$ cat config.mk
export PLATFORM = sky130hd
export DESIGN_NAME = tracker_cell_to_event_converter_top
export DESIGN_NICKNAME = d
export VERILOG_FILES = /design/src/hw/rtl/tcec_pkg.sv /design/src/hw/rtl/tracker_cell_to_event_converter_top.sv /design/src/hw/rtl/tcec_vol_table.sv /design/src/hw/rtl/tcec_decode.sv /design/src/hw/rtl/tcec_event_buf.sv
export VERILOG_INCLUDE_DIRS = /design/src /design/src/hw/rtl
export SDC_FILE = /design/constraint.sdc
export NUM_CORES = 1
export LEC_CHECK = 0
export ABC_AREA = 1
export BUFFER_PORTS_ARGS = -buffer_cell sky130_fd_sc_hd__buf_2
export CORE_MARGIN = 3
export CORE_UTILIZATION = 60
export CTS_CLUSTER_SIZE = 16
export DETAILED_ROUTE_END_ITERATION = 10
export PLACE_DENSITY = 0.78
export SYNTH_ARGS = -nofsm -noshare
export SYNTH_HDL_FRONTEND = slang
export SYNTH_HIERARCHICAL = 1
export SYNTH_SLANG_ARGS = --single-unit
$ cat constraint.sdc
create_clock -name clk_i -period 11.1 [get_ports clk_i]
set_input_delay 0 -clock clk_i [delete_from_list [all_inputs] [get_ports clk_i]]
set_output_delay 0 -clock clk_i [all_outputs]
set_load 0.05 [all_outputs]
$ cat src/hw/rtl/tracker_cell_to_event_converter_top_assert.svh
// Assertion macros for the pattern cell to event converter.
`ifndef TRACKER_CELL_TO_EVENT_CONVERTER_TOP_ASSERT_SVH
`define TRACKER_CELL_TO_EVENT_CONVERTER_TOP_ASSERT_SVH

// Consequent checked in the same cycle as the antecedent.
`define TCEC_ASSERT_SAME(label, clk, rst_n, ante, cons, msg) \
  label: assert property (@(posedge clk) disable iff (!rst_n) (ante) |-> (cons)) \
    else $error(msg);

// Consequent checked in the cycle after the antecedent.
`define TCEC_ASSERT_NEXT(label, clk, rst_n, ante, cons, msg) \
  label: assert property (@(posedge clk) disable iff (!rst_n) (ante) |=> (cons)) \
    else $error(msg);

`endif

$ cat src/hw/rtl/tcec_pkg.sv
// Shared types, codes and tables of the pattern cell to event converter.
`timescale 1ns / 1ps

package tcec_pkg;

  // Descending period table; a period maps to NOTE_BASE plus the number of
  // entries above it. The terminating zero entry is implied.
  localparam int PERIOD_ENTRIES = 60;
  localparam logic [11:0] PERIOD_TAB [PERIOD_ENTRIES] = '{
    12'd1712, 12'd1616, 12'd1524, 12'd1440, 12'd1356, 12'd1280,
    12'd1208, 12'd1140, 12'd1076, 12'd1016, 12'd960,  12'd912,
    12'd856,  12'd808,  12'd762,  12'd720,  12'd678,  12'd640,
    12'd604,  12'd570,  12'd538,  12'd508,  12'd480,  12'd453,
    12'd428,  12'd404,  12'd381,  12'd360,  12'd339,  12'd320,
    12'd302,  12'd285,  12'd269,  12'd254,  12'd240,  12'd226,
    12'd214,  12'd202,  12'd190,  12'd180,  12'd170,  12'd160,
    12'd151,  12'd143,  12'd135,  12'd127,  12'd120,  12'd113,
    12'd107,  12'd101,  12'd95,   12'd90,   12'd85,   12'd80,
    12'd75,   12'd71,   12'd67,   12'd63,   12'd60,   12'd56
  };

  localparam logic [6:0] NOTE_BASE   = 7'd36;
  localparam logic [6:0] NOTE_RETRIG = 7'd127;
  localparam logic [7:0] VOL_NONE    = 8'hFF;
  localparam logic [7:0] VOL_MAX     = 8'd64;
  localparam logic [7:0] TEMPO_LIMIT = 8'd32;
  localparam logic [7:0] BEND_MAX    = 8'd127;
  localparam logic [7:0] PAN_OFFSET  = 8'd192;
  localparam logic [7:0] SLIDE_UP_MIN = 8'h10;

  typedef enum logic {
    OP_CELL = 1'b0,
    OP_LOAD = 1'b1
  } op_e;

  // Output command codes
  typedef enum logic [6:0] {
    CMD_INSTR      = 7'd0,
    CMD_VOLUME_ABS = 7'd1,
    CMD_NOTE_DELAY = 7'd2,
    CMD_BENDER_TO  = 7'd3,
    CMD_TEMPO      = 7'd4,
    CMD_EXT_TEMPO  = 7'd5,
    CMD_GOTO       = 7'd6,
    CMD_BREAK      = 7'd7,
    CMD_VOLUME     = 7'd8,
    CMD_BENDER     = 7'd9,
    CMD_VIBRATO    = 7'd10,
    CMD_TONE_VOL   = 7'd11,
    CMD_VIBR_VOL   = 7'd12,
    CMD_TREMOLO    = 7'd13,
    CMD_ARPEGGIO   = 7'd14,
    CMD_OFFSET     = 7'd15,
    CMD_PAN        = 7'd16,
    CMD_RETRIG     = 7'd17,
    CMD_FINETUNE   = 7'd18,
    CMD_FINEVOL    = 7'd19,
    CMD_NOTE_CUT   = 7'd20,
    CMD_SYNC       = 7'd21
  } cmd_e;

  // Cell effect numbers
  typedef enum logic [3:0] {
    FX_ARPEGGIO   = 4'h0,
    FX_PORTA_UP   = 4'h1,
    FX_PORTA_DOWN = 4'h2,
    FX_TONE_PORTA = 4'h3,
    FX_VIBRATO    = 4'h4,
    FX_TONE_VOL   = 4'h5,
    FX_VIBR_VOL   = 4'h6,
    FX_TREMOLO    = 4'h7,
    FX_PAN        = 4'h8,
    FX_OFFSET     = 4'h9,
    FX_VOL_SLIDE  = 4'hA,
    FX_JUMP       = 4'hB,
    FX_SET_VOL    = 4'hC,
    FX_BREAK      = 4'hD,
    FX_EXTENDED   = 4'hE,
    FX_SPEED      = 4'hF
  } fx_e;

  // Extended effect sub-codes (high nibble of the parameter)
  typedef enum logic [3:0] {
    EX_FINE_UP   = 4'h1,
    EX_FINE_DOWN = 4'h2,
    EX_SYNC      = 4'h8,
    EX_RETRIG    = 4'h9,
    EX_VOL_UP    = 4'hA,
    EX_VOL_DOWN  = 4'hB,
    EX_CUT       = 4'hC,
    EX_DELAY     = 4'hD
  } ext_e;

  typedef struct packed {
    logic [7:0] b0;
    logic [7:0] b1;
    logic [7:0] b2;
    logic [7:0] b3;
  } cell_t;

  typedef struct packed {
    logic [5:0] row;
    logic       is_note;
    logic [6:0] code;
    logic [7:0] value;
  } event_t;

  // Decoded cell: events in order from slot 0, plus how many are used
  typedef struct packed {
    event_t [2:0] ev;
    logic   [1:0] count;
  } dec_t;

  typedef struct packed {
    logic       free;
    logic [1:0] count;
  } buf_stat_t;

endpackage

$ cat src/hw/rtl/tracker_cell_to_event_converter_top.sv
// Top level of the tracker pattern cell to event converter.
`timescale 1ns / 1ps
`include "tracker_cell_to_event_converter_top_assert.svh"

// Usage:
// Input channel (in_valid_i / in_stall_o) carries one item per transfer:
// opcode 0 is a pattern cell for the next row, opcode 1 loads a default
// instrument volume. Output channel (out_valid_o / out_stall_i) carries one
// event per transfer; last_event_o marks the final event of a cell, and a
// cell with no events produces no transfer at all.
// An accepted item waits in the input register until taken, is decoded in a
// single pass and its events are visible on the output the cycle after, so
// a cell's first event passes the input register and then the result buffer.
// A cell holds the result buffer until its last event is sent, one event per
// transfer; the single output channel sets the cell rate. Volume loads never
// wait on the output. The next item is accepted while earlier events drain.
// Reset clears the row counter, the current instrument, the volume table,
// old_tempo_mode and both handshakes. While out_stall_i is high the head
// event holds; once the buffer cannot take the next cell, in_stall_o rises.
// cfg_we_i writes old_tempo_mode; write it only while the block is idle.
module tracker_cell_to_event_converter_top #(
  parameter int ROWS_PER_TRACK   = 64,
  parameter int INSTRUMENT_SLOTS = 32
) (
  input  logic       clk_i,
  input  logic       rst_ni,
  input  logic       cfg_we_i,
  input  logic       cfg_wdata_i,
  input  logic       in_valid_i,
  output logic       in_stall_o,
  input  logic       opcode_i,
  input  logic [7:0] cell_byte0_i,
  input  logic [7:0] cell_byte1_i,
  input  logic [7:0] cell_byte2_i,
  input  logic [7:0] cell_byte3_i,
  input  logic [4:0] load_index_i,
  input  logic [7:0] load_volume_i,
  output logic       out_valid_o,
  input  logic       out_stall_i,
  output logic [5:0] event_row_o,
  output logic       is_note_o,
  output logic [6:0] event_code_o,
  output logic [7:0] event_value_o,
  output logic       last_event_o
);

  localparam int RW = (ROWS_PER_TRACK > 1) ? $clog2(ROWS_PER_TRACK) : 1;

  logic                 tempo_q;
  logic                 in_v_q, in_v_d;
  tcec_pkg::op_e        op_q;
  tcec_pkg::cell_t      cell_q;
  logic [4:0]           ld_idx_q;
  logic [7:0]           ld_vol_q;
  logic [RW-1:0]        row_q, row_d;
  logic                 cur_v_q, cur_v_d;
  logic [4:0]           cur_q, cur_d;
  logic [8:0]           row_ext;
  logic                 accept;
  logic                 cell_go;
  logic                 load_go;
  logic                 instr_set;
  logic [4:0]           instr_idx;
  logic [6:0]           ins_vol;
  tcec_pkg::dec_t       dec;
  tcec_pkg::event_t     ev;
  tcec_pkg::buf_stat_t  buf_stat;

  // configuration register
  always_ff @(posedge clk_i or negedge rst_ni) begin
    if (!rst_ni) begin
      tempo_q <= 1'b0;
    end else if (cfg_we_i) begin
      tempo_q <= cfg_wdata_i;
    end
  end

  // input register handshake
  assign load_go    = in_v_q && (op_q == tcec_pkg::OP_LOAD);
  assign cell_go    = in_v_q && (op_q == tcec_pkg::OP_CELL) && buf_stat.free;
  assign in_stall_o = in_v_q && !(cell_go || load_go);
  assign accept     = in_valid_i && !in_stall_o;
  assign in_v_d     = accept ? 1'b1 : ((cell_go || load_go) ? 1'b0 : in_v_q);

  always_ff @(posedge clk_i or negedge rst_ni) begin
    if (!rst_ni) begin
      in_v_q <= 1'b0;
    end else begin
      in_v_q <= in_v_d;
    end
  end

  always_ff @(posedge clk_i) begin
    if (accept) begin
      op_q     <= tcec_pkg::op_e'(opcode_i);
      cell_q   <= {cell_byte0_i, cell_byte1_i, cell_byte2_i, cell_byte3_i};
      ld_idx_q <= load_index_i;
      ld_vol_q <= load_volume_i;
    end
  end

  // row counter and current instrument; track boundary drops the instrument
  always_comb begin
    row_d   = row_q;
    cur_v_d = cur_v_q;
    cur_d   = cur_q;
    if (cell_go) begin
      if (instr_set) begin
        cur_v_d = 1'b1;
        cur_d   = instr_idx;
      end
      if (row_q == RW'(ROWS_PER_TRACK - 1)) begin
        row_d   = '0;
        cur_v_d = 1'b0;
        cur_d   = 5'd0;
      end else begin
        row_d = row_q + RW'(1);
      end
    end
  end

  always_ff @(posedge clk_i or negedge rst_ni) begin
    if (!rst_ni) begin
      row_q   <= '0;
      cur_v_q <= 1'b0;
      cur_q   <= 5'd0;
    end else begin
      row_q   <= row_d;
      cur_v_q <= cur_v_d;
      cur_q   <= cur_d;
    end
  end

  assign row_ext = 9'(row_q);

  tcec_vol_table #(
    .INSTRUMENT_SLOTS(INSTRUMENT_SLOTS)
  ) u_vol_table (
    .clk_i    (clk_i),
    .rst_ni   (rst_ni),
    .we_i     (load_go),
    .wr_idx_i (ld_idx_q),
    .wr_vol_i (ld_vol_q),
    .rd_idx_i (instr_idx),
    .rd_vol_o (ins_vol)
  );

  tcec_decode u_decode (
    .cell_i      (cell_q),
    .old_tempo_i (tempo_q),
    .row_i       (row_ext[5:0]),
    .cur_valid_i (cur_v_q),
    .cur_instr_i (cur_q),
    .ins_vol_i   (ins_vol),
    .instr_set_o (instr_set),
    .instr_idx_o (instr_idx),
    .dec_o       (dec)
  );

  tcec_event_buf u_event_buf (
    .clk_i       (clk_i),
    .rst_ni      (rst_ni),
    .load_i      (cell_go),
    .dec_i       (dec),
    .out_stall_i (out_stall_i),
    .out_valid_o (out_valid_o),
    .ev_o        (ev),
    .last_o      (last_event_o),
    .stat_o      (buf_stat)
  );

  assign event_row_o   = ev.row;
  assign is_note_o     = ev.is_note;
  assign event_code_o  = ev.code;
  assign event_value_o = ev.value;

  // checks
  `TCEC_ASSERT_NEXT(a_cell_events_shown, clk_i, rst_ni, cell_go && (dec.count != 2'd0), out_valid_o, "decoded events not presented")
  `TCEC_ASSERT_NEXT(a_load_keeps_row, clk_i, rst_ni, load_go && !cell_go, $stable(row_q), "volume load moved the row counter")
  `TCEC_ASSERT_NEXT(a_cell_moves_row, clk_i, rst_ni, cell_go && (ROWS_PER_TRACK > 1), row_q != $past(row_q), "cell did not advance the row")

endmodule

$ cat src/hw/rtl/tcec_vol_table.sv
// Default instrument volume table: clamped write, one read port.
`timescale 1ns / 1ps

module tcec_vol_table #(
  parameter int INSTRUMENT_SLOTS = 32
) (
  input  logic       clk_i,
  input  logic       rst_ni,
  input  logic       we_i,
  input  logic [4:0] wr_idx_i,
  input  logic [7:0] wr_vol_i,
  input  logic [4:0] rd_idx_i,
  output logic [6:0] rd_vol_o
);

  localparam int IW = $clog2(INSTRUMENT_SLOTS);

  logic [6:0] vol_q [INSTRUMENT_SLOTS];
  logic       wr_ok;
  logic       rd_ok;
  logic [6:0] wr_clamped;

  // out-of-range slots are dropped on write and read as zero
  assign wr_ok = {1'b0, wr_idx_i} < 6'(INSTRUMENT_SLOTS);
  assign rd_ok = {1'b0, rd_idx_i} < 6'(INSTRUMENT_SLOTS);
  assign wr_clamped = (wr_vol_i > tcec_pkg::VOL_MAX) ? 7'(tcec_pkg::VOL_MAX) : wr_vol_i[6:0];

  always_ff @(posedge clk_i or negedge rst_ni) begin
    if (!rst_ni) begin
      for (int i = 0; i < INSTRUMENT_SLOTS; i++) begin
        vol_q[i] <= '0;
      end
    end else if (we_i && wr_ok) begin
      vol_q[wr_idx_i[IW-1:0]] <= wr_clamped;
    end
  end

  assign rd_vol_o = rd_ok ? vol_q[rd_idx_i[IW-1:0]] : 7'd0;

endmodule

$ cat src/hw/rtl/tcec_decode.sv
// Cell decoder: turns one pattern cell into up to three ordered events.
`timescale 1ns / 1ps

module tcec_decode (
  input  tcec_pkg::cell_t cell_i,
  input  logic            old_tempo_i,
  input  logic [5:0]      row_i,
  input  logic            cur_valid_i,
  input  logic [4:0]      cur_instr_i,
  input  logic [6:0]      ins_vol_i,
  output logic            instr_set_o,
  output logic [4:0]      instr_idx_o,
  output tcec_pkg::dec_t  dec_o
);

  logic [11:0]       period;
  logic              has_note;
  logic [tcec_pkg::PERIOD_ENTRIES-1:0] above;
  logic [6:0]        note;
  tcec_pkg::fx_e     fx;
  logic [7:0]        data;
  logic [7:0]        volume;
  logic [4:0]        ins;
  logic [4:0]        idx;
  logic              new_instr;
  logic              note_delay;
  logic              kill_fx;
  logic [7:0]        ins_vol;
  logic [7:0]        slide;
  logic [7:0]        bend;
  logic              fx_v;
  tcec_pkg::cmd_e    fx_code;
  logic [7:0]        fx_val;
  logic [7:0]        cand_v;
  tcec_pkg::event_t  cand [8];
  logic [1:0]        n;

  function automatic tcec_pkg::event_t mk(input logic [5:0] row, input logic nt,
                                          input logic [6:0] code, input logic [7:0] val);
    tcec_pkg::event_t e;
    e.row     = row;
    e.is_note = nt;
    e.code    = code;
    e.value   = val;
    return e;
  endfunction

  // field split
  assign period  = {cell_i.b0[3:0], cell_i.b1};
  assign has_note = (period != 12'd0);
  assign fx      = tcec_pkg::fx_e'(cell_i.b2[3:0]);
  assign data    = cell_i.b3;
  assign ins     = {cell_i.b0[4], cell_i.b2[7:4]};
  assign idx     = ins - 5'd1;
  assign ins_vol = {1'b0, ins_vol_i};
  assign volume  = (fx == tcec_pkg::FX_SET_VOL) ?
                   ((data > tcec_pkg::VOL_MAX) ? tcec_pkg::VOL_MAX : data) : tcec_pkg::VOL_NONE;

  // period to note: count table entries above the period (parallel compares)
  always_comb begin
    for (int i = 0; i < tcec_pkg::PERIOD_ENTRIES; i++) begin
      above[i] = tcec_pkg::PERIOD_TAB[i] > period;
    end
  end
  assign note = tcec_pkg::NOTE_BASE + 7'($countones(above));

  assign new_instr   = !cur_valid_i || (idx != cur_instr_i);
  assign instr_set_o = (ins != 5'd0);
  assign instr_idx_o = idx;

  // note delay only counts with a note; it and tone porta suppress the effect
  assign note_delay = (fx == tcec_pkg::FX_EXTENDED) && (data[7:4] == tcec_pkg::EX_DELAY) &&
                      (data[3:0] != 4'd0) && has_note;
  assign kill_fx    = note_delay || (fx == tcec_pkg::FX_TONE_PORTA);

  assign slide = (data >= tcec_pkg::SLIDE_UP_MIN) ? {4'h0, data[7:4]} : (8'd0 - data);
  assign bend  = (data > tcec_pkg::BEND_MAX) ? tcec_pkg::BEND_MAX : data;

  // effect command
  always_comb begin
    fx_v    = 1'b0;
    fx_code = tcec_pkg::CMD_INSTR;
    fx_val  = data;
    case (fx)
      tcec_pkg::FX_SPEED: begin
        fx_v    = 1'b1;
        fx_code = (((data != 8'd0) && (data < tcec_pkg::TEMPO_LIMIT)) || old_tempo_i) ?
                  tcec_pkg::CMD_TEMPO : tcec_pkg::CMD_EXT_TEMPO;
      end
      tcec_pkg::FX_JUMP: begin
        fx_v    = 1'b1;
        fx_code = tcec_pkg::CMD_GOTO;
      end
      tcec_pkg::FX_BREAK: begin
        fx_v    = 1'b1;
        fx_code = tcec_pkg::CMD_BREAK;
        fx_val  = 8'd0;
      end
      tcec_pkg::FX_VOL_SLIDE: begin
        fx_v    = 1'b1;
        fx_code = tcec_pkg::CMD_VOLUME;
        fx_val  = slide;
      end
      tcec_pkg::FX_PORTA_DOWN: begin
        fx_v    = (data != 8'd0);
        fx_code = tcec_pkg::CMD_BENDER;
        fx_val  = bend;
      end
      tcec_pkg::FX_PORTA_UP: begin
        fx_v    = (data != 8'd0);
        fx_code = tcec_pkg::CMD_BENDER;
        fx_val  = 8'd0 - bend;
      end
      tcec_pkg::FX_VIBRATO: begin
        fx_v    = 1'b1;
        fx_code = tcec_pkg::CMD_VIBRATO;
      end
      tcec_pkg::FX_TONE_VOL: begin
        fx_v    = 1'b1;
        fx_code = tcec_pkg::CMD_TONE_VOL;
        fx_val  = slide;
      end
      tcec_pkg::FX_VIBR_VOL: begin
        fx_v    = 1'b1;
        fx_code = tcec_pkg::CMD_VIBR_VOL;
        fx_val  = slide;
      end
      tcec_pkg::FX_TREMOLO: begin
        fx_v    = 1'b1;
        fx_code = tcec_pkg::CMD_TREMOLO;
      end
      tcec_pkg::FX_ARPEGGIO: begin
        fx_v    = (data != 8'd0);
        fx_code = tcec_pkg::CMD_ARPEGGIO;
      end
      tcec_pkg::FX_OFFSET: begin
        fx_v    = 1'b1;
        fx_code = tcec_pkg::CMD_OFFSET;
      end
      tcec_pkg::FX_PAN: begin
        fx_v    = 1'b1;
        fx_code = tcec_pkg::CMD_PAN;
        fx_val  = data + tcec_pkg::PAN_OFFSET;
      end
      tcec_pkg::FX_EXTENDED: begin
        fx_val = {4'h0, data[3:0]};
        case (data[7:4])
          tcec_pkg::EX_RETRIG: begin
            fx_v    = 1'b1;
            fx_code = tcec_pkg::CMD_RETRIG;
          end
          tcec_pkg::EX_FINE_UP: begin
            fx_v    = 1'b1;
            fx_code = tcec_pkg::CMD_FINETUNE;
            fx_val  = 8'd0 - {4'h0, data[3:0]};
          end
          tcec_pkg::EX_FINE_DOWN: begin
            fx_v    = 1'b1;
            fx_code = tcec_pkg::CMD_FINETUNE;
          end
          tcec_pkg::EX_VOL_UP: begin
            fx_v    = 1'b1;
            fx_code = tcec_pkg::CMD_FINEVOL;
          end
          tcec_pkg::EX_VOL_DOWN: begin
            fx_v    = 1'b1;
            fx_code = tcec_pkg::CMD_FINEVOL;
            fx_val  = 8'd0 - {4'h0, data[3:0]};
          end
          tcec_pkg::EX_CUT: begin
            fx_v    = 1'b1;
            fx_code = tcec_pkg::CMD_NOTE_CUT;
          end
          tcec_pkg::EX_SYNC: begin
            fx_v    = 1'b1;
            fx_code = tcec_pkg::CMD_SYNC;
          end
          default: fx_v = 1'b0;
        endcase
      end
      default: fx_v = 1'b0;
    endcase
  end

  // candidate events in emission order
  always_comb begin
    cand_v[0] = instr_set_o && new_instr;
    cand[0]   = mk(row_i, 1'b0, tcec_pkg::CMD_INSTR, {3'b000, idx});
    cand_v[1] = instr_set_o && new_instr && !has_note;
    cand[1]   = mk(row_i, 1'b1, tcec_pkg::NOTE_RETRIG, tcec_pkg::VOL_NONE);
    cand_v[2] = instr_set_o && !new_instr && !has_note && (volume > tcec_pkg::VOL_MAX);
    cand[2]   = mk(row_i, 1'b0, tcec_pkg::CMD_VOLUME_ABS, ins_vol);
    cand_v[3] = note_delay;
    cand[3]   = mk(row_i, 1'b0, tcec_pkg::CMD_NOTE_DELAY, {4'h0, data[3:0]});
    cand_v[4] = (fx == tcec_pkg::FX_TONE_PORTA);
    cand[4]   = mk(row_i, 1'b0, tcec_pkg::CMD_BENDER_TO, data);
    cand_v[5] = has_note;
    cand[5]   = mk(row_i, 1'b1, note,
                   (instr_set_o && (fx != tcec_pkg::FX_SET_VOL)) ? ins_vol : volume);
    cand_v[6] = !has_note && (volume <= tcec_pkg::VOL_MAX);
    cand[6]   = mk(row_i, 1'b0, tcec_pkg::CMD_VOLUME_ABS, volume);
    cand_v[7] = fx_v && !kill_fx;
    cand[7]   = mk(row_i, 1'b0, fx_code, fx_val);
  end

  // pack valid candidates into the three slots, first come first
  always_comb begin
    n        = 2'd0;
    dec_o.ev = '0;
    for (int i = 0; i < 8; i++) begin
      if (cand_v[i] && (n != 2'd3)) begin
        dec_o.ev[n] = cand[i];
        n = n + 2'd1;
      end
    end
    dec_o.count = n;
  end

endmodule

$ cat src/hw/rtl/tcec_event_buf.sv
// Result buffer: holds one cell's events and sends them one per transfer.
`timescale 1ns / 1ps

module tcec_event_buf (
  input  logic                clk_i,
  input  logic                rst_ni,
  input  logic                load_i,
  input  tcec_pkg::dec_t      dec_i,
  input  logic                out_stall_i,
  output logic                out_valid_o,
  output tcec_pkg::event_t    ev_o,
  output logic                last_o,
  output tcec_pkg::buf_stat_t stat_o
);

  tcec_pkg::event_t [2:0] slot_q, slot_d;
  logic [1:0]             cnt_q, cnt_d;
  logic                   pop;

  assign pop = (cnt_q != 2'd0) && !out_stall_i;

  // free when nothing remains after this cycle's transfer
  assign stat_o.free  = (cnt_q == 2'd0) || ((cnt_q == 2'd1) && pop);
  assign stat_o.count = cnt_q;

  // load a new cell or shift toward the head slot
  always_comb begin
    slot_d = slot_q;
    cnt_d  = cnt_q;
    if (load_i) begin
      slot_d = dec_i.ev;
      cnt_d  = dec_i.count;
    end else if (pop) begin
      slot_d = {tcec_pkg::event_t'('0), slot_q[2:1]};
      cnt_d  = cnt_q - 2'd1;
    end
  end

  always_ff @(posedge clk_i or negedge rst_ni) begin
    if (!rst_ni) begin
      cnt_q <= 2'd0;
    end else begin
      cnt_q <= cnt_d;
    end
  end

  always_ff @(posedge clk_i) begin
    slot_q <= slot_d;
  end

  assign out_valid_o = (cnt_q != 2'd0);
  assign ev_o        = slot_q[0];
  assign last_o      = (cnt_q == 2'd1);

endmodule

* Word level (Yosys, flattened, before mapping)
Index checks and enable logic that the tools add are counted.
** Storage, ports and cells
- Bits of input ports :: 52
- Word-level logic and storage cells :: 384
- Register bits :: 349
- Output and inout bits :: 25
** Operators by class
- Magnitude comparators :: 84
- Multiplexer cells :: 67
- Equal/unequal tests :: 34
- Add/subtract/negate cells :: 74
- Reduce and logical (&&, ||, !) cells :: 65
- Bitwise gates (word level) :: 3
** Operator list (number)
- $mux 66 :: 9
- $bwmux 66 :: 7
- $demux 22 s2 :: 7
- $bwmux 224 :: 1
- $add 7x7->7 :: 29
- $mux 22 :: 8
- $gt 10x12->1 const A :: 12
- $gt 7x12->1 const A :: 12
- $gt 8x12->1 const A :: 12
- $gt 9x12->1 const A :: 12
- $gt 11x12->1 const A :: 9
- $pmux 7 s13 :: 1
- $add 1x1->2 :: 30
- $eq 4x4->1 const B :: 14
- $mux 8 :: 6
- $pmux 8 s6 :: 1
- $gt 6x12->1 const A :: 3
- $bmux 7 s5 :: 1
- $demux 7 s5 :: 1
- $logic_and 1x1->1 :: 34
- $gt 8x7->1 const B :: 4
- $mux 7 :: 4
- $pmux 5 s5 :: 1
- $lt 2x3->1 const B :: 6
- 47 further kinds :: 103

* Longest topological paths before layout
Gate-level depths: netlist of the first run.
- Depth in word-level cells :: 30
- Depth in mapped cells :: 50
- Mapped depth without buffers :: 49

* Hierarchy
Netlist of the first run, hierarchy kept.
** Modules (own cells, without submodules)
- tcec_vol_table :: cells each 1320, sequential area each 5605.4 um^2, times used 1, area each 10348.7 um^2
- tcec_decode :: cells each 1085, sequential area each 0.0 um^2, times used 1, area each 6493.7 um^2
- tcec_event_buf :: cells each 300, sequential area each 2031.9 um^2, times used 1, area each 3051.7 um^2
- tracker_cell_to_event_converter_top :: cells each 124, sequential area each 1731.7 um^2, times used 1, area each 2072.0 um^2

* Worst setup path after synthesis of the first run
OpenSTA, ideal clock, no wires.
- Path type :: reg2reg
- Start :: reg cell_q[26] (netlist name)
- End :: reg u_event_buf/slot_q[36] (netlist name) (data pin)
- Slack :: 3.515 ns
- Library setup time :: 0.252 ns
- Buffers on the path :: 0
- Clock period less this slack :: 7.585 ns
- Stages on the path, launching flop included :: 30
- Arrival time :: 7.333 ns
- Data required time :: 10.848 ns
- Path through :: edfxtp_1 -> nor2_4 -> inv_2 -> nor2_1 -> inv_1 -> nor2_1 -> nand3_1 -> o21ai_0 -> a31oi_1 -> fa_1 -> inv_1 -> fa_1 -> fa_1 -> fa_1 -> fa_1 -> fa_1 -> fa_1 -> inv_1 -> fa_1 -> ha_1 -> inv_1 -> fa_1 -> o21ai_0 -> a21oi_1 -> nor2_1 -> nor2_1 -> xor2_1 -> a21oi_1 -> nand2_1 -> nand2_1
** RTL lines
- start: declaration :: line tracker_cell_to_event_converter_top.sv:52 : tcec_pkg::cell_t cell_q;
- start signal: assignment :: line tracker_cell_to_event_converter_top.sv:96 : cell_q <= {cell_byte0_i, cell_byte1_i, cell_byte2_i, cell_byte3_i};
- end signal: assignment :: line tcec_event_buf.sv:48 : slot_q <= slot_d;
- end: declaration :: line tcec_event_buf.sv:16 : tcec_pkg::event_t [2:0] slot_q, slot_d;

==> results.py, run 1 <==
metrics = {
    "status": {
        "status": "completed",
    },
    "timing": {
        "finalHoldViolations": 0,
        "worst_pin_slew_ns": 1.23,
        "drv_slew": 0,
        "grt_setup_unrepaired": "no",
        "fin_crit_ns": 8.84,
        "max_freq_ghz": 0.113,
        "slew_headroom_pct": 17.9,
        "fin_crit_sh_pct": 79.6,
        "setup_ws_ns": 2.26,
        "setup_violations": 0,
        "fin_skew_ns": 0.0277,
        "fin_setup_tns_ns": 0,
    },
    "floorplanning": {
        "fp-row-count": 69,
        "io_pins": 77,
        "start_util_pct": 61.2,
        "core_area_sq_mm": 0.0357,
        "fp.dieArea_sq_mm": 0.0388,
        "dieHeight_um": 197,
        "die_w_um": 197,
    },
    "worst_setup_path": {
        "slowest_delay_ns": 0.65,
        "path_class": "reg -> reg",
        "crit_path_end": "u_event_buf/slot_q[36]$_DFFE_PP_",
        "crit_top_cell": "fa_1",
        "startpoint": "cell_q[24]$_DFFE_PP_",
        "end_kind": "register",
        "reg2reg_depth": 30,
        "start_kind": "register",
        "cp_data_arrival_time_ns": 9.13,
        "crit_required_ns": 11.39,
        "path_max_fanout": 18,
        "slowest_stage": "edfxtp_1",
        "r2r-end": "u_event_buf/slot_q[36]$_DFFE_PP_",
        "rrSetupSlack_ns": 2.26,
        "worstReg2RegStart": "cell_q[24]$_DFFE_PP_",
    },
    "clock_network": {
        "cts_sinks": 349,
        "clk_path_buf_depth": 3,
        "hold_buffers": 48,
        "h-tree-depth": 2,
        "clk-insertion-delay-late_ns": 0.56,
        "root_buffer": "clkbuf_16",
        "postCtsSetupRepairBufs": 0,
        "cts_resized": 0,
        "clk_pin_slew_ns": 0.07,
        "cts_tree": "built",
        "cts_buffers": 40,
    },
    "global_route": {
        "met1_usage_pct": 45.6,
        "grt_max_degree": 116,
        "track_usage_pct": 32.6,
        "antenna_found_initial": 0,
        "overflow": 0,
        "grt_pass1_vias": 18800,
        "grt_busiest_layer": "met2",
        "use_met2_pct": 50.6,
        "grt_pass1_wl_mm": 101,
        "grt_use_met3_pct": 6.74,
    },
    "final_layout": {
        "areaGrowthSynthToFinish_pct": 9.13,
        "fin_util_pct": 66.8,
        "mostFrequentLayoutCells": "954 x nand2_1, 259 x o21ai_0, 248 x nand3_1",
        "num-nets-final": 3002,
        "layout_commonest_cell": "nand2_1",
        "fill_cells": 3021,
        "diodes": 0,
        "drive_gt1_share_pct": 9.43,
    },
    "yosys": {
        "syn-cell-area_sq_mm": 0.0219,
        "avgSynthCellArea_sq_um": 7.74,
        "synthCells": 2826,
        "yosysWarnings": 6,
        "syn_nets": 2976,
    },
    "routing": {
        "drc": 0,
        "drt_iter0_drc": 1895,
        "dr.pass1.iters": 6,
        "vias": 19700,
        "vias_per_cell": 5.90,
        "ant_nets": 0,
        "wl_per_cell_um": 18.9,
        "wl_mm": 63.3,
    },
    "placed_design": {
        "dp_hpwl_mm": 43.3,
        "place_ws_ns": 2.39,
        "io_buffer_count": 73,
        "gp_congestion": 0.973,
    },
    "power": {
        "ir_drop_uv": 383,
        "p_leak_uw": 0.0112,
        "powerDensity_mw_per_mm2": 269,
    },
    "min_path": {
        "hold_path_class": "in -> async",
    },
    "flow_run": {
        "maxCapViolCount": 0,
    },
}
==> critical path, delay by kind of cell, from the launching register on <==
kind            cells  cell delay [ns]
fa+ha+maj          10             4.72
simple gates        7             1.33
buf+inv             8             0.75
flops               1             0.65
compound gates      4             0.78
xor+xnor            1             0.31
==> layer usage <==
metal,up-vias,part of all wire [%]
li1,9221,-
met1,9405,43
met2,945,45
met3,167,8.8
met4,0,4.0
met5,-,0
==> state kept, by name (all words and copies together), names as in the netlist <==
signal / count
tempo_q: 1
u_event_buf/slot_q: 44
op_q: 1
cur_v_q: 1
cur_q: 5
cell_q: 29
in_v_q: 1
u_vol_table/vol_q: 224
ld_vol_q: 8
ld_idx_q: 5
u_event_buf/ev_o: 22
u_event_buf/cnt_q: 2
row_q: 6
==> stage by stage <==
step	instances	area, sq um	total power [uW]	hold slack [ns]
3_3_place_gp	3223	22100	4980	0.135
5_1_grt	3345	23900	6890	0.152
2_1_floorplan	2826	21900	4300	-0.296
6_report	3345	23900	6420	0.115
3_5_place_dp	3223	22100	5080	0.144
4_1_cts	3345	23900	6390	0.116
==> power breakdown <==
part	internal [uW]	switching, uW	total (uW)
registers	1690	170	1860
clock network	743	534	1280
logic	1100	2180	3280
total	3530	2890	6420
==> worst min-delay path by stage <==
stage | from | end | slack [ns]
2_1_floorplan | rst_ni | cur_q[0]$_DFFE_PN0P_ | -0.30
3_3_place_gp | rst_ni | u_vol_table/vol_q[26]$_DFFE_PN0P_ | 0.14
3_5_place_dp | rst_ni | u_vol_table/vol_q[19]$_DFFE_PN0P_ | 0.14
4_1_cts | cell_byte1_i[2] | cell_q[18]$_DFFE_PP_ | 0.12
5_1_grt | cell_byte2_i[5] | cell_q[13]$_DFFE_PP_ | 0.15
6_report | rst_ni | u_vol_table/vol_q[20]$_DFFE_PN0P_ | 0.12
==> area by class of cell <==
class                   count  area, sq um  area share [%]
inverters                 286         1090            4.58
multi-input cells        2037        10700            44.7
well taps                 461          577            2.42
repair buffers            138          983            4.12
flip-flops and latches    349         9280            38.9
clock buffers              54         1090            4.59
clock inverters            20          165           0.692
Power figures use the tool's default switching activity.
==> inputs of run 2 (changes only) <==
- clock period: 11.1 -> 8.4 ns (I/O delays scaled with it)
==> run 2 against run 1 <==
  * The run now ends with design-rule violations left
  * Cell count up 0.48%
  * Clock skew is 0.00073 ns higher
  * Clock-buffer cell count decreased by 4
  * Core utilization grew 0.35 points
  * Via count grew 0.36%
  * Global-route usage grew 0.064 points
  * Hold slack lost 0.051 ns
  * Die area unchanged
  * Final area up 0.53%
  * Routed wire length decreased by 0.14%
  * Fmax increased by 9.4%
  * Highest routed layer unchanged
==> results.py, run 2 (synthesis gave the netlist of run 1 again) <==
metrics = {
    "routing": {
        "wl_mm": 63.2,
        "drc": 1,
        "dr.pass1.iters": 11,
        "wl_per_cell_um": 18.8,
        "drt_iter0_drc": 2320,
        "vias": 19800,
        "ant_nets": 0,
        "vias_per_cell": 5.89,
    },
    "final_layout": {
        "top_regs": "u_vol_table/vol_q: 224 flops, u_event_buf/slot_q: 44 flops, cell_q: 29 flops",
        "mostFrequentLayoutCells": "954 x nand2_1, 258 x o21ai_0, 248 x nand3_1",
        "fin_area_sq_mm": 0.0240,
        "areaGrowthSynthToFinish_pct": 9.71,
        "layout_commonest_cell": "nand2_1",
        "diodes": 0,
        "drive_gt1_share_pct": 10.2,
        "fill_cells": 3004,
        "stdcell_count": 3361,
        "top_register": "u_vol_table/vol_q",
        "largest_reg_flops": 224,
        "fin_util_pct": 67.1,
        "num-nets-final": 3024,
    },
    "clock_network": {
        "cts_sinks": 349,
        "clk_path_buf_depth": 3,
        "clk_pin_slew_ns": 0.07,
        "root_buffer": "clkbuf_16",
        "cts_tree": "built",
        "clk-insertion-delay-late_ns": 0.57,
        "cts_buffers": 38,
        "h-tree-depth": 2,
    },
    "global_route": {
        "overflow": 0,
        "grt_pass1_vias": 18800,
        "grt_busiest_layer": "met2",
        "met1_usage_pct": 46.8,
        "grt_use_met3_pct": 5.57,
        "use_met2_pct": 50.9,
        "track_usage_pct": 32.7,
        "antenna_found_initial": 0,
        "grt_pass1_wl_mm": 101,
        "grt_max_degree": 118,
    },
    "power": {
        "p_total_uw": 8450,
        "seq_power_share_pct": 29.0,
        "intPower_uw": 4660,
        "power_frac_clock_pct": 19.2,
        "p_leak_uw": 0.0113,
        "switching_power_uw": 3790,
        "power_frac_comb_pct": 51.8,
        "ir_drop_uv": 650,
        "power_switching_share_pct": 44.8,
        "powerDensity_mw_per_mm2": 352,
    },
    "timing": {
        "drv_slew": 0,
        "grt_setup_unrepaired": "no",
        "max_freq_ghz": 0.124,
        "fin_crit_sh_pct": 96.2,
        "finalHoldViolations": 0,
        "fin_skew_ns": 0.0285,
        "setup_violations": 0,
        "slew_headroom_pct": 24.5,
        "fin_setup_tns_ns": 0,
        "fin_crit_ns": 8.08,
        "worst_pin_slew_ns": 1.13,
    },
    "worst_setup_path": {
        "r2r-end": "u_event_buf/slot_q[34]$_DFFE_PP_",
        "rrSetupSlack_ns": 0.32,
        "reg2reg_depth": 30,
        "slowest_delay_ns": 0.56,
        "crit_top_cell": "fa_1",
        "cp_data_arrival_time_ns": 8.38,
        "slowest_stage": "fa_1",
        "crit_required_ns": 8.70,
        "path_max_fanout": 6,
        "path_class": "reg -> reg",
        "start_kind": "register",
        "end_kind": "register",
        "worstReg2RegStart": "cell_q[25]$_DFFE_PP_",
    },
    "flow_run": {
        "maxCapViolCount": 0,
    },
    "status": {
        "violations": "design-rule violations",
        "status": "finished with violations",
    },
    "floorplanning": {
        "fp-row-count": 69,
        "core_area_sq_mm": 0.0357,
        "die_w_um": 197,
        "io_pins": 77,
        "start_util_pct": 61.2,
        "fp.dieArea_sq_mm": 0.0388,
        "dieHeight_um": 197,
    },
    "placed_design": {
        "io_buffer_count": 73,
        "dp.cells": 3242,
        "gp_congestion": 1.04,
        "dpl_cell_area_sq_mm": 0.0223,
        "dp_hpwl_mm": 43.4,
    },
    "min_path": {
        "hold_path_class": "in -> async",
    },
}
## run 2: worst max path at each step
stage / start / endpoint / cells after the start
final: cell_q[25]$_DFFE_PP_ / u_event_buf/slot_q[34]$_DFFE_PP_ / 30
after global routing: cell_q[17]$_DFFE_PP_ / u_event_buf/slot_q[35]$_DFFE_PP_ / 30
after CTS: cell_q[26]$_DFFE_PP_ / u_event_buf/slot_q[34]$_DFFE_PP_ / 27
after detailed placement: cell_q[26]$_DFFE_PP_ / u_event_buf/slot_q[34]$_DFFE_PP_ / 27
after global placement: cell_q[26]$_DFFE_PP_ / u_event_buf/slot_q[35]$_DFFE_PP_ / 29
after floorplan: cell_q[26]$_DFFE_PP_ / u_event_buf/slot_q[36]$_DFFE_PP_ / 29
## run 2: area by class of cell
class                      instances  area, sq um  area share [%]
tap                              461          577            2.40
multi-input combinational       2037        10700            44.5
clock buffer                      50         1040            4.32
timing repair buffer             162         1180            4.90
inverter                         286         1090            4.55
clock inverter                    16          158           0.657
sequential                       349         9280            38.7
## run 2: timing repair
action                                  in CTS  in global routing
hold endpoints to repair                   142                  0
gates resized for setup                      0                  2
buffers inserted                             0                  5
hold buffers                                48                  0
endpoints found under the setup margin       0                  9
## run 2: critical path, delay by kind of cell, from the launching register on
kind,cells,cell delay [ns]
AOI/OAI and AO/OA,4,0.69
xor gates and xnor gates,1,0.20
adders and majority gates,10,4.70
buffers and inverters,8,0.72
DFF,1,0.51
and+or+nand+nor,7,1.00
## run 2: power by group through the flow
stage | Combinational (uW) | Sequential [uW] | Clock, uW
6_report | 4370 | 2450 | 1630
5_1_grt | 4870 | 2490 | 1730
3_3_place_gp | 4130 | 2460 | 0
3_5_place_dp | 4270 | 2470 | 0
2_1_floorplan | 3270 | 2420 | 0
4_1_cts | 4370 | 2450 | 1660
## run 2: routing by layer
layer  wire [um]  part of all wire (%)  vias to the layer above
li1            -                     -                     9266
met1       27000                    43                     9341
met2       28400                    45                     1034
met3        5600                   8.9                      169
met4        2170                   3.4                        0
met5           0                     0                        -
## run 2: metrics by stage
stage          hold slack [ns]  setup slack, ns
2_1_floorplan           -0.296            0.815
3_3_place_gp            0.0748            0.382
3_5_place_dp            0.0823            0.344
4_1_cts                 0.0712            0.248
5_1_grt                  0.116           0.0134
6_report                0.0648            0.319
